==> src/design/nscc_pkg.sv <==
package nscc_pkg;

    localparam int unsigned MAX_LEN_DEF = 120;
    localparam int unsigned LEN_W       = 7;
    localparam int unsigned XOR_W       = 9;

    localparam logic [7:0] CH_DOLLAR  = 8'h24;
    localparam logic [7:0] CH_NEWLINE = 8'h0A;
    localparam logic [7:0] CH_STAR    = 8'h2A;
    localparam logic [7:0] CH_G       = 8'h47;
    localparam logic [7:0] CH_A       = 8'h41;
    localparam logic [7:0] CH_R       = 8'h52;
    localparam logic [7:0] CH_M       = 8'h4D;
    localparam logic [7:0] CH_C       = 8'h43;
    localparam logic [7:0] CH_0       = 8'h30;
    localparam logic [7:0] CH_9       = 8'h39;
    localparam logic [7:0] CH_F       = 8'h46;

    localparam logic [LEN_W-1:0] MIN_OK_LEN = 7'd5;

    typedef logic [XOR_W-1:0] t_xor;

    function automatic t_xor sext9(input logic [7:0] b);
        return {b[7], b};
    endfunction

    // Uppercase hex digit value; anything else reads as zero.
    function automatic logic [3:0] hex_val(input logic [7:0] c);
        logic [7:0] d;
        d = 8'h00;
        if (c >= CH_0 && c <= CH_9) begin
            d = c - CH_0;
        end else if (c >= CH_A && c <= CH_F) begin
            d = c - CH_A + 8'd10;
        end
        return d[3:0];
    endfunction

endpackage

==> src/design/nmea_sentence_checksum_checker_unit.sv <==
// NMEA sentence checksum checker.
//
// Input channel (i_rx_valid / o_rx_ready / i_rx_byte): one received
// character per request, straight from a UART receiver. A '$' restarts the
// line, a newline closes it and then starts the next line, every other byte
// is appended.
//
// Result channel (o_res_valid / i_res_ready): one result per newline with
// o_checksum_ok, o_has_gga, o_has_rmc and o_line_length.
//
// Throughput: one byte per cycle. The line state (running XOR, last four
// characters, count, flags) updates in the cycle a byte is accepted.
// Latency: a result is valid the cycle after its newline is accepted.
//
// Stalls: the result sits in a single output register. A new byte is taken
// while that register is empty or being drained in the same cycle; while
// a result waits and i_res_ready is low, o_rx_ready drops.
//
// Reset (i_rst_n low, synchronous): line state clears to an empty line, no
// result is pending; a newline right after reset yields an all-zero result.
module nmea_sentence_checksum_checker_unit
    import nscc_pkg::*;
#(
    parameter int unsigned MAX_LEN = MAX_LEN_DEF
) (
    input  logic             i_clk,
    input  logic             i_rst_n,
    input  logic             i_rx_valid,
    output logic             o_rx_ready,
    input  logic [7:0]       i_rx_byte,
    output logic             o_res_valid,
    input  logic             i_res_ready,
    output logic             o_checksum_ok,
    output logic             o_has_gga,
    output logic             o_has_rmc,
    output logic [LEN_W-1:0] o_line_length
);

    localparam logic [LEN_W-1:0] MaxLen = LEN_W'(MAX_LEN);

    // line state
    t_xor             r_xor,      n_xor;
    logic [7:0]       r_recent [4];
    logic [7:0]       n_recent [4];
    logic [LEN_W-1:0] r_count,    n_count;
    logic             r_too_long, n_too_long;
    logic             r_gga,      n_gga;
    logic             r_rmc,      n_rmc;

    // result register
    logic             r_res_valid;
    logic             r_ok;
    logic             r_res_gga;
    logic             r_res_rmc;
    logic [LEN_W-1:0] r_res_len;

    logic rx_take;
    logic is_nl;
    logic is_dollar;
    logic line_ok;
    t_xor body;
    t_xor given;

    assign o_rx_ready = !r_res_valid || i_res_ready;
    assign rx_take    = i_rx_valid && o_rx_ready;
    assign is_nl      = (i_rx_byte == CH_NEWLINE);
    assign is_dollar  = (i_rx_byte == CH_DOLLAR);

    // Checksum test on the line as it stands when the newline shows up.
    always_comb begin
        body  = r_xor ^ sext9(r_recent[3]) ^ sext9(r_recent[2])
                      ^ sext9(r_recent[1]) ^ sext9(r_recent[0]);
        given = {1'b0, hex_val(r_recent[2]), hex_val(r_recent[1])};
        line_ok = !r_too_long && (r_count >= MIN_OK_LEN)
                  && (r_recent[3] == CH_STAR) && ((body ^ given) == '0);
    end

    // Next line state.
    always_comb begin
        n_xor      = r_xor;
        n_recent   = r_recent;
        n_count    = r_count;
        n_too_long = r_too_long;
        n_gga      = r_gga;
        n_rmc      = r_rmc;
        if (is_nl || is_dollar) begin
            // restart: the byte becomes the first stored character
            n_xor       = '0;
            n_recent[0] = i_rx_byte;
            n_recent[1] = '0;
            n_recent[2] = '0;
            n_recent[3] = '0;
            n_count     = LEN_W'(1);
            n_too_long  = 1'b0;
            n_gga       = 1'b0;
            n_rmc       = 1'b0;
        end else begin
            if (r_count != '0) begin
                n_xor = r_xor ^ sext9(i_rx_byte);
            end
            if (r_count >= MaxLen) begin
                n_too_long = 1'b1;
            end else begin
                n_count = r_count + LEN_W'(1);
            end
            n_recent[3] = r_recent[2];
            n_recent[2] = r_recent[1];
            n_recent[1] = r_recent[0];
            n_recent[0] = i_rx_byte;
            if (r_recent[1] == CH_G && r_recent[0] == CH_G && i_rx_byte == CH_A) begin
                n_gga = 1'b1;
            end
            if (r_recent[1] == CH_R && r_recent[0] == CH_M && i_rx_byte == CH_C) begin
                n_rmc = 1'b1;
            end
        end
    end

    always_ff @(posedge i_clk) begin
        if (!i_rst_n) begin
            r_xor      <= '0;
            r_recent   <= '{default: '0};
            r_count    <= '0;
            r_too_long <= 1'b0;
            r_gga      <= 1'b0;
            r_rmc      <= 1'b0;
        end else if (rx_take) begin
            r_xor      <= n_xor;
            r_recent   <= n_recent;
            r_count    <= n_count;
            r_too_long <= n_too_long;
            r_gga      <= n_gga;
            r_rmc      <= n_rmc;
        end
    end

    // Result register: loaded on an accepted newline, cleared when taken.
    always_ff @(posedge i_clk) begin
        if (!i_rst_n) begin
            r_res_valid <= 1'b0;
        end else if (rx_take && is_nl) begin
            r_res_valid <= 1'b1;
        end else if (i_res_ready) begin
            r_res_valid <= 1'b0;
        end
    end

    always_ff @(posedge i_clk) begin
        if (rx_take && is_nl) begin
            r_ok      <= line_ok;
            r_res_gga <= r_gga;
            r_res_rmc <= r_rmc;
            r_res_len <= r_count;
        end
    end

    assign o_res_valid   = r_res_valid;
    assign o_checksum_ok = r_ok;
    assign o_has_gga     = r_res_gga;
    assign o_has_rmc     = r_res_rmc;
    assign o_line_length = r_res_len;

    // A result only appears after a newline was taken.
    a_res_from_nl: assert property (@(posedge i_clk) disable iff (!i_rst_n)
        $rose(r_res_valid) |-> $past(rx_take && is_nl))
        else $error("result without newline");

    // Count never passes the line limit.
    a_count_cap: assert property (@(posedge i_clk) disable iff (!i_rst_n)
        r_count <= MaxLen)
        else $error("char count over limit");

    // A stalled result blocks new bytes.
    a_stall_blocks: assert property (@(posedge i_clk) disable iff (!i_rst_n)
        (r_res_valid && !i_res_ready) |-> !o_rx_ready)
        else $error("byte taken over a stalled result");

    // A passing line has the minimum length.
    a_ok_len: assert property (@(posedge i_clk) disable iff (!i_rst_n)
        (r_res_valid && r_ok) |-> (r_res_len >= MIN_OK_LEN))
        else $error("pass on short line");

endmodule
==> config.mk <==
export PLATFORM = sky130hd
export DESIGN_NAME = nmea_sentence_checksum_checker_unit
export DESIGN_NICKNAME = d
export VERILOG_FILES = /design/src/design/nscc_pkg.sv /design/src/design/nmea_sentence_checksum_checker_unit.sv
export SDC_FILE = /design/constraint.sdc
export NUM_CORES = 1
export LEC_CHECK = 0
export BUFFER_PORTS_ARGS = -buffer_cell sky130_fd_sc_hd__buf_2
export CAP_MARGIN = 20
export CORE_ASPECT_RATIO = 2
export CORE_UTILIZATION = 57
export CTS_CLUSTER_DIAMETER = 100
export CTS_CLUSTER_SIZE = 30
export DETAILED_ROUTE_END_ITERATION = 8
export PLACE_DENSITY_LB_ADDON = 0.1
export SETUP_SLACK_MARGIN = 0.2
export SLEW_MARGIN = 0
export SYNTH_ARGS = -nofsm -noshare
export SYNTH_HDL_FRONTEND = slang
export SYNTH_SLANG_ARGS = --single-unit
==> constraint.sdc <==
create_clock -name i_clk -period 3.85 [get_ports i_clk]
set_clock_uncertainty 0.05 [all_clocks]
set_input_delay 0.77 -clock i_clk [delete_from_list [all_inputs] [get_ports i_clk]]
set_output_delay 0.77 -clock i_clk [all_outputs]
set_load 0.03 [all_outputs]
[After elaboration in Yosys (flattened, before gate mapping)]
Cells that the tools add are included.
Cells by class
  add/subtract/negate cells: 7
  mux-type cells: 17
  bitwise operators: 6
  reduce and logical (&&, ||, !) cells: 29
  equal/unequal tests: 10
  order comparisons: 10
Operators by type and width (count)
  $eq 8x7->1 const B: 6
  $xor 9x9->9: 5
  $mux 24: 1
  $mux 9: 2
  $eq 8x6->1 const B: 2
  $ge 8x6->1 const B: 2
  $ge 8x7->1 const B: 2
  $le 8x6->1 const B: 2
  $le 8x7->1 const B: 2
  $mux 4: 4
  $sub 4x1->4 const B: 4
  $mux 7: 2
  $logic_and 1x1->1: 13
  $reduce_and 2->1: 5
  $reduce_bool 2->1: 5
  $logic_not 9->1: 1
  $xor 9x8->9: 1
  $add 4x4->4 const B: 2
  $eq 8x4->1 const B: 1
  $mux 1: 8
  $add 7x1->7 const B: 1
  $ge 7x3->1 const B: 1
  $ge 7x7->1 const B: 1
  $reduce_bool 7->1: 1
  3 further kinds: 5
Storage, ports and cells
  output and inout bits: 12
  bits of input ports: 12
  register bits: 62

[Depth between registers and ports, before layout]
  depth after elaboration: 7
  depth in mapped cells: 8

[Least setup slack after synthesis]
No wires, ideal clock.
  path type: input-to-reg
  start point: in i_res_ready
  end point: reg r_rmc
  arrival: 2.266 ns
  buffers on the path: 0
  stages: 6
  slack: 1.464 ns
  required time: 3.730 ns
  cell sequence: nand2b_1 nand2_1 nor3_1 nand4_1 or4b_1 a21oi_1
On the way
  cells in the longest elaborated chain, start to end: 3
RTL lines
  start, declared: RTL line nmea_sentence_checksum_checker_unit.sv:32  | input logic i_res_ready,
  $logic_or 1x1->1: RTL line nmea_sentence_checksum_checker_unit.sv:64  | assign o_rx_ready = !r_res_valid || i_res_ready;
  $logic_and 1x1->1: RTL line nmea_sentence_checksum_checker_unit.sv:65  | assign rx_take = i_rx_valid && o_rx_ready;
  $reduce_and 2->1 (no source line)
  end signal, assigned: RTL line nmea_sentence_checksum_checker_unit.sv:133  | r_rmc <= n_rmc;
  end, declared: RTL line nmea_sentence_checksum_checker_unit.sv:48  | logic r_rmc, n_rmc;
Every way passes these cells.
A chain may end at the register's enable or synchronous reset.

[Final worst setup path]
  start point: reg r_recent[8] (netlist name)
  end point: reg r_ok (netlist: o_checksum_ok) (data pin)
On the way
  cells in the longest elaborated chain, start to end: 7
RTL lines
  start, declared: RTL line nmea_sentence_checksum_checker_unit.sv:43  | logic [7:0] r_recent [4];
  start signal, assigned: RTL line nmea_sentence_checksum_checker_unit.sv:129  | r_recent <= n_recent;
  $sub 4x1->4 (tied with other cells): RTL line nscc_pkg.sv:34  | d = c - CH_A + 8'd10;
  $add 4x4->4 or $logic_and 1x1->1 (tied branches): RTL line nscc_pkg.sv:34, nscc_pkg.sv:33
  $mux 4: RTL line nscc_pkg.sv:33  | end else if (c >= CH_A && c <= CH_F) begin
  $mux 4: RTL line nscc_pkg.sv:31  | if (c >= CH_0 && c <= CH_9) begin
  $xor 9x8->9 *: RTL line nmea_sentence_checksum_checker_unit.sv:75  | && (r_recent[3] == CH_STAR) && ((body ^ given) == '0);
  $logic_not 9->1 *: RTL line nmea_sentence_checksum_checker_unit.sv:75
  $logic_and 1x1->1 *: RTL line nmea_sentence_checksum_checker_unit.sv:75
  net line_ok: RTL line nmea_sentence_checksum_checker_unit.sv:60  | logic line_ok;
  end signal, assigned: RTL line nmea_sentence_checksum_checker_unit.sv:150  | r_ok <= line_ok;
  end, declared: RTL line nmea_sentence_checksum_checker_unit.sv:52  | logic r_ok;
Mark *: on every way through the listed nets, which the timed path passes. The rest lies on a longest branch.

==> qor_table.md <==
| Item | Value |
|---|---|
| Maximum clock frequency | 377 MHz |
| Total nets after synthesis | 372 |
| Max Root-Sink Buffers | 2 |
| Hold Path Sink | o_has_gga |
| Post-layout nets | 394 |
| Horizontal die dimension | 54.2 um |
| Filler instances | 448 |
| Power Total | 0.00145 W |
| Maximum number of pins on one net before global-route repair | 25 |
| Routability-driven placement congestion ratio | 0.817 |
| Worst-Skew Late Latency | 0.36 ns |
| Estimated wirelength of the detail-placed design | 5270 um |
| Count of state elements after synthesis | 62 |
| RSZ-0062 raised after global routing | false |
| Number of enable-type register cells in the synthesized netlist | 10 |
| Outcome | complete, no violations |
| Max_slew headroom | 0.497 |
| Post-synth top flop | dfxtp_1 |
| Most repeated cell in the gate-level netlist after synthesis | nand2_1 |
| Routed length per instance | 16.9 um |
| Async SR Flop Fraction | 0 |
| # rows | 37 |
| Hold buffers post-CTS | 0 |
| Count of cell types in the netlist | 43 |
| Pwr/cell area | 416 nW/um2 |
| Vias/cell | 5.71 |
| Htree depth | 3 |
| Area growth from synthesis to layout | 12.0% |
| Crit path setup slack, layout | 1.20 ns |
| Ranking of synthesized cells by instance count | 77 x nand2_1, 52 x dfxtp_1, 33 x xnor2_1 |
| Largest delay share family, worst path | simple AND/OR/NAND/NOR gates |
| Worst Setup End Kind | flop |
| Post-Syn Area per Cell | 8.88 um2 |
| Layout cells sized above 1 | 0.119 |
| Post-synthesis instance area | 3110 um2 |
| Floorplan die area | 5770 um2 |
| Worst Path Required | 3.92 ns |
| Slew of the pin with the lowest slew margin | 0.754 ns |
| CP Class | reg -> reg |
| Final Max Tran Viols | 0 |
| Signal arrival time at the worst endpoint | 2.72 ns |
| Syn Inst Count | 350 |
| Clock-pin slew of the registers on the worst-case setup and hold paths | 0.07 ns |
| Floorplan die height | 106 um |
| Sum of negative setup slack | 0 ns |
| Reg2reg setup slack | 1.20 ns |
| Most area-hungry cell type in the Yosys netlist | dfxtp_1 |
| Worst voltage drop across the vdd grid | 0.000385 V |
| DRT Pass-1 Iters | 4 |
| Share of the clock period used by the worst path | 0.689 |
| Startpoint of the most critical hold path | r_gga |
| Type of element launching the critical path | flop |
| Detailed-route via count | 2486 |
| Clock buffers created by TritonCTS | 9 |
| Cells on worst reg2reg path | 8 |
| Initial cell density of the core | 0.599 |
| Share of the yosys chip area belonging to registers | 0.432 |
| Top area cells in the synthesized netlist | dfxtp_1 34%, edfxtp_1 9.7%, nand2_1 9.3% |
| Cell depth of the worst min-delay path | 0 |
| Detailed-route DRC error count | 0 |
| Antenna violations before repair | 0 |
| Max capacitance violation total | 0 |
| CTS tree | yes |
| CP peak stage delay | 0.51 ns |
| Post-CTS setup buffer count | 0 |
| Total routing usage reported by global routing | 0.293 |
| Wire length after detailed routing | 7340 um |
| Number of input and output port buffers inserted | 23 |
| Clock Sink Count | 62 |
| Number of synthesis warnings | 0 |
| Crit path max fanout | 8 |
| IO Pins | 24 |
| Area share of the leading cell type in the synthesized netlist | 0.335 |
| Final global-route overflow total | 0 |
| Post-route antenna net violation count | 0 |
| Buffers & Inverters on Critical Path | 1 |
| Final hold vios | 0 |
| Sequence of cells on the critical path | inv_1 -> ha_1 -> nor3b_1 -> nor4_2 -> a21oi_1 -> xnor2_1 -> or3_1 -> a2111oi_2 |
| Area of the placeable core | 5180 um2 |
| Worst slack at placement | 1.14 ns |
| Post-layout util | 0.671 |
| Global-route wire length before repair | 11900 um |
| Clock tree root driver cell | clkbuf_8 |
| Initial drt markers | 66 |
| Count of endpoints failing setup in the final report | 0 |
| CP max stage cell | dfxtp_1 |
| Post-cts sizing count | 0 |
| Count of antenna diodes in the layout | 0 |
| Via count of the first global-routing pass | 2462 |
| Static leakage | 1.27 nW |
| R2r endpoint | o_checksum_ok |
| Fin crit period | 2.65 ns |
| RR Startpoint | r_recent[8] |
| Path type of the worst min-delay path | reg -> reg |
## area by class of cell
cell class | count | area [um2] | share of cell area
multi-input cells | 261 | 1670 | 0.479
flip-flops and latches | 62 | 1340 | 0.385
repair buffers | 26 | 150 | 0.0431
clock buffers | 11 | 131 | 0.0378
clock inverters | 5 | 73.8 | 0.0212
well taps | 58 | 72.6 | 0.0209
inverters | 12 | 45.0 | 0.0129
## per-layer routing
metal	wire length (um)	vias up	GRT usage
met2	3960	48	0.497
met3	265	19	0.0730
met5	0	-	0
met4	228	0	0.150
met1	2880	1192	0.314
li1	-	1227	-
## power breakdown
| group | total [W] | switching, W | internal [W] | leakage, nW |
|---|---|---|---|---|
| registers | 0.000700 | 0.0000256 | 0.000674 | 0.513 |
| logic | 0.000138 | 0.0000774 | 0.0000602 | 0.656 |
| clock network | 0.000609 | 0.000248 | 0.000360 | 0.105 |
| total | 0.00145 | 0.000351 | 0.00109 | 1.27 |
## through the flow
step,area [um2],hold slack (ns),instances
after floorplan,3110,0.358,350
after CTS,3480,0.387,435
after detailed placement,3270,0.371,419
after global routing,3480,0.413,435
after global placement,3270,0.365,419
final,3480,0.395,435
## worst reg2reg max path: stages, from the launching register on
cell and delay [ns]:
dfxtp_1 0.51, inv_1 0.08, ha_1 0.21, nor3b_1 0.15, nor4_2 0.30, a21oi_1 0.10, xnor2_1 0.17, or3_1 0.36
a2111oi_2 0.47
## placed cells by master (no fill, tap or decap), drive strengths merged, types with 10 or more instances in the layout
| cell | n |
|---|---|
| nand2 | 77 |
| dfxtp | 52 |
| xnor2 | 33 |
| a21oi | 31 |
| buf | 26 |
| xor2 | 20 |
| nor2 | 17 |
| inv | 12 |
| a21boi | 11 |
| clkbuf | 11 |
| ha | 10 |
| edfxtp | 10 |
## logic make-up after synthesis
kind of cell / count (synthesis) / share of synthesized area
flops: 62 / 0.432
fa+ha+maj: 10 / 0.0403
xor+xnor: 53 / 0.149
compound gates: 57 / 0.116
simple gates: 139 / 0.222
mux: 2 / 0.00644
buf+inv: 27 / 0.0334
## sequential cells by signal (all words and copies together) (netlist names)
name           flops
o_has_rmc          1
o_line_length      7
r_rmc              1
o_has_gga          1
r_too_long         1
o_checksum_ok      1
r_recent          32
r_gga              1
r_count            7
o_res_valid        1
r_xor              9
## worst max path at each step
stage | cells after the start | from | endpoint | slack (ns)
after floorplan | 6 | i_res_ready | r_rmc | 1.46
after global placement | 6 | i_rx_byte[4] | r_xor[3] | 1.15
after detailed placement | 6 | i_rx_byte[4] | r_xor[2] | 1.14
after CTS | 8 | r_recent[9] | o_checksum_ok | 1.22
after global routing | 8 | r_recent[8] | o_checksum_ok | 1.02
final | 8 | r_recent[8] | o_checksum_ok | 1.20
No activity file was read; power rests on OpenSTA's default activity.
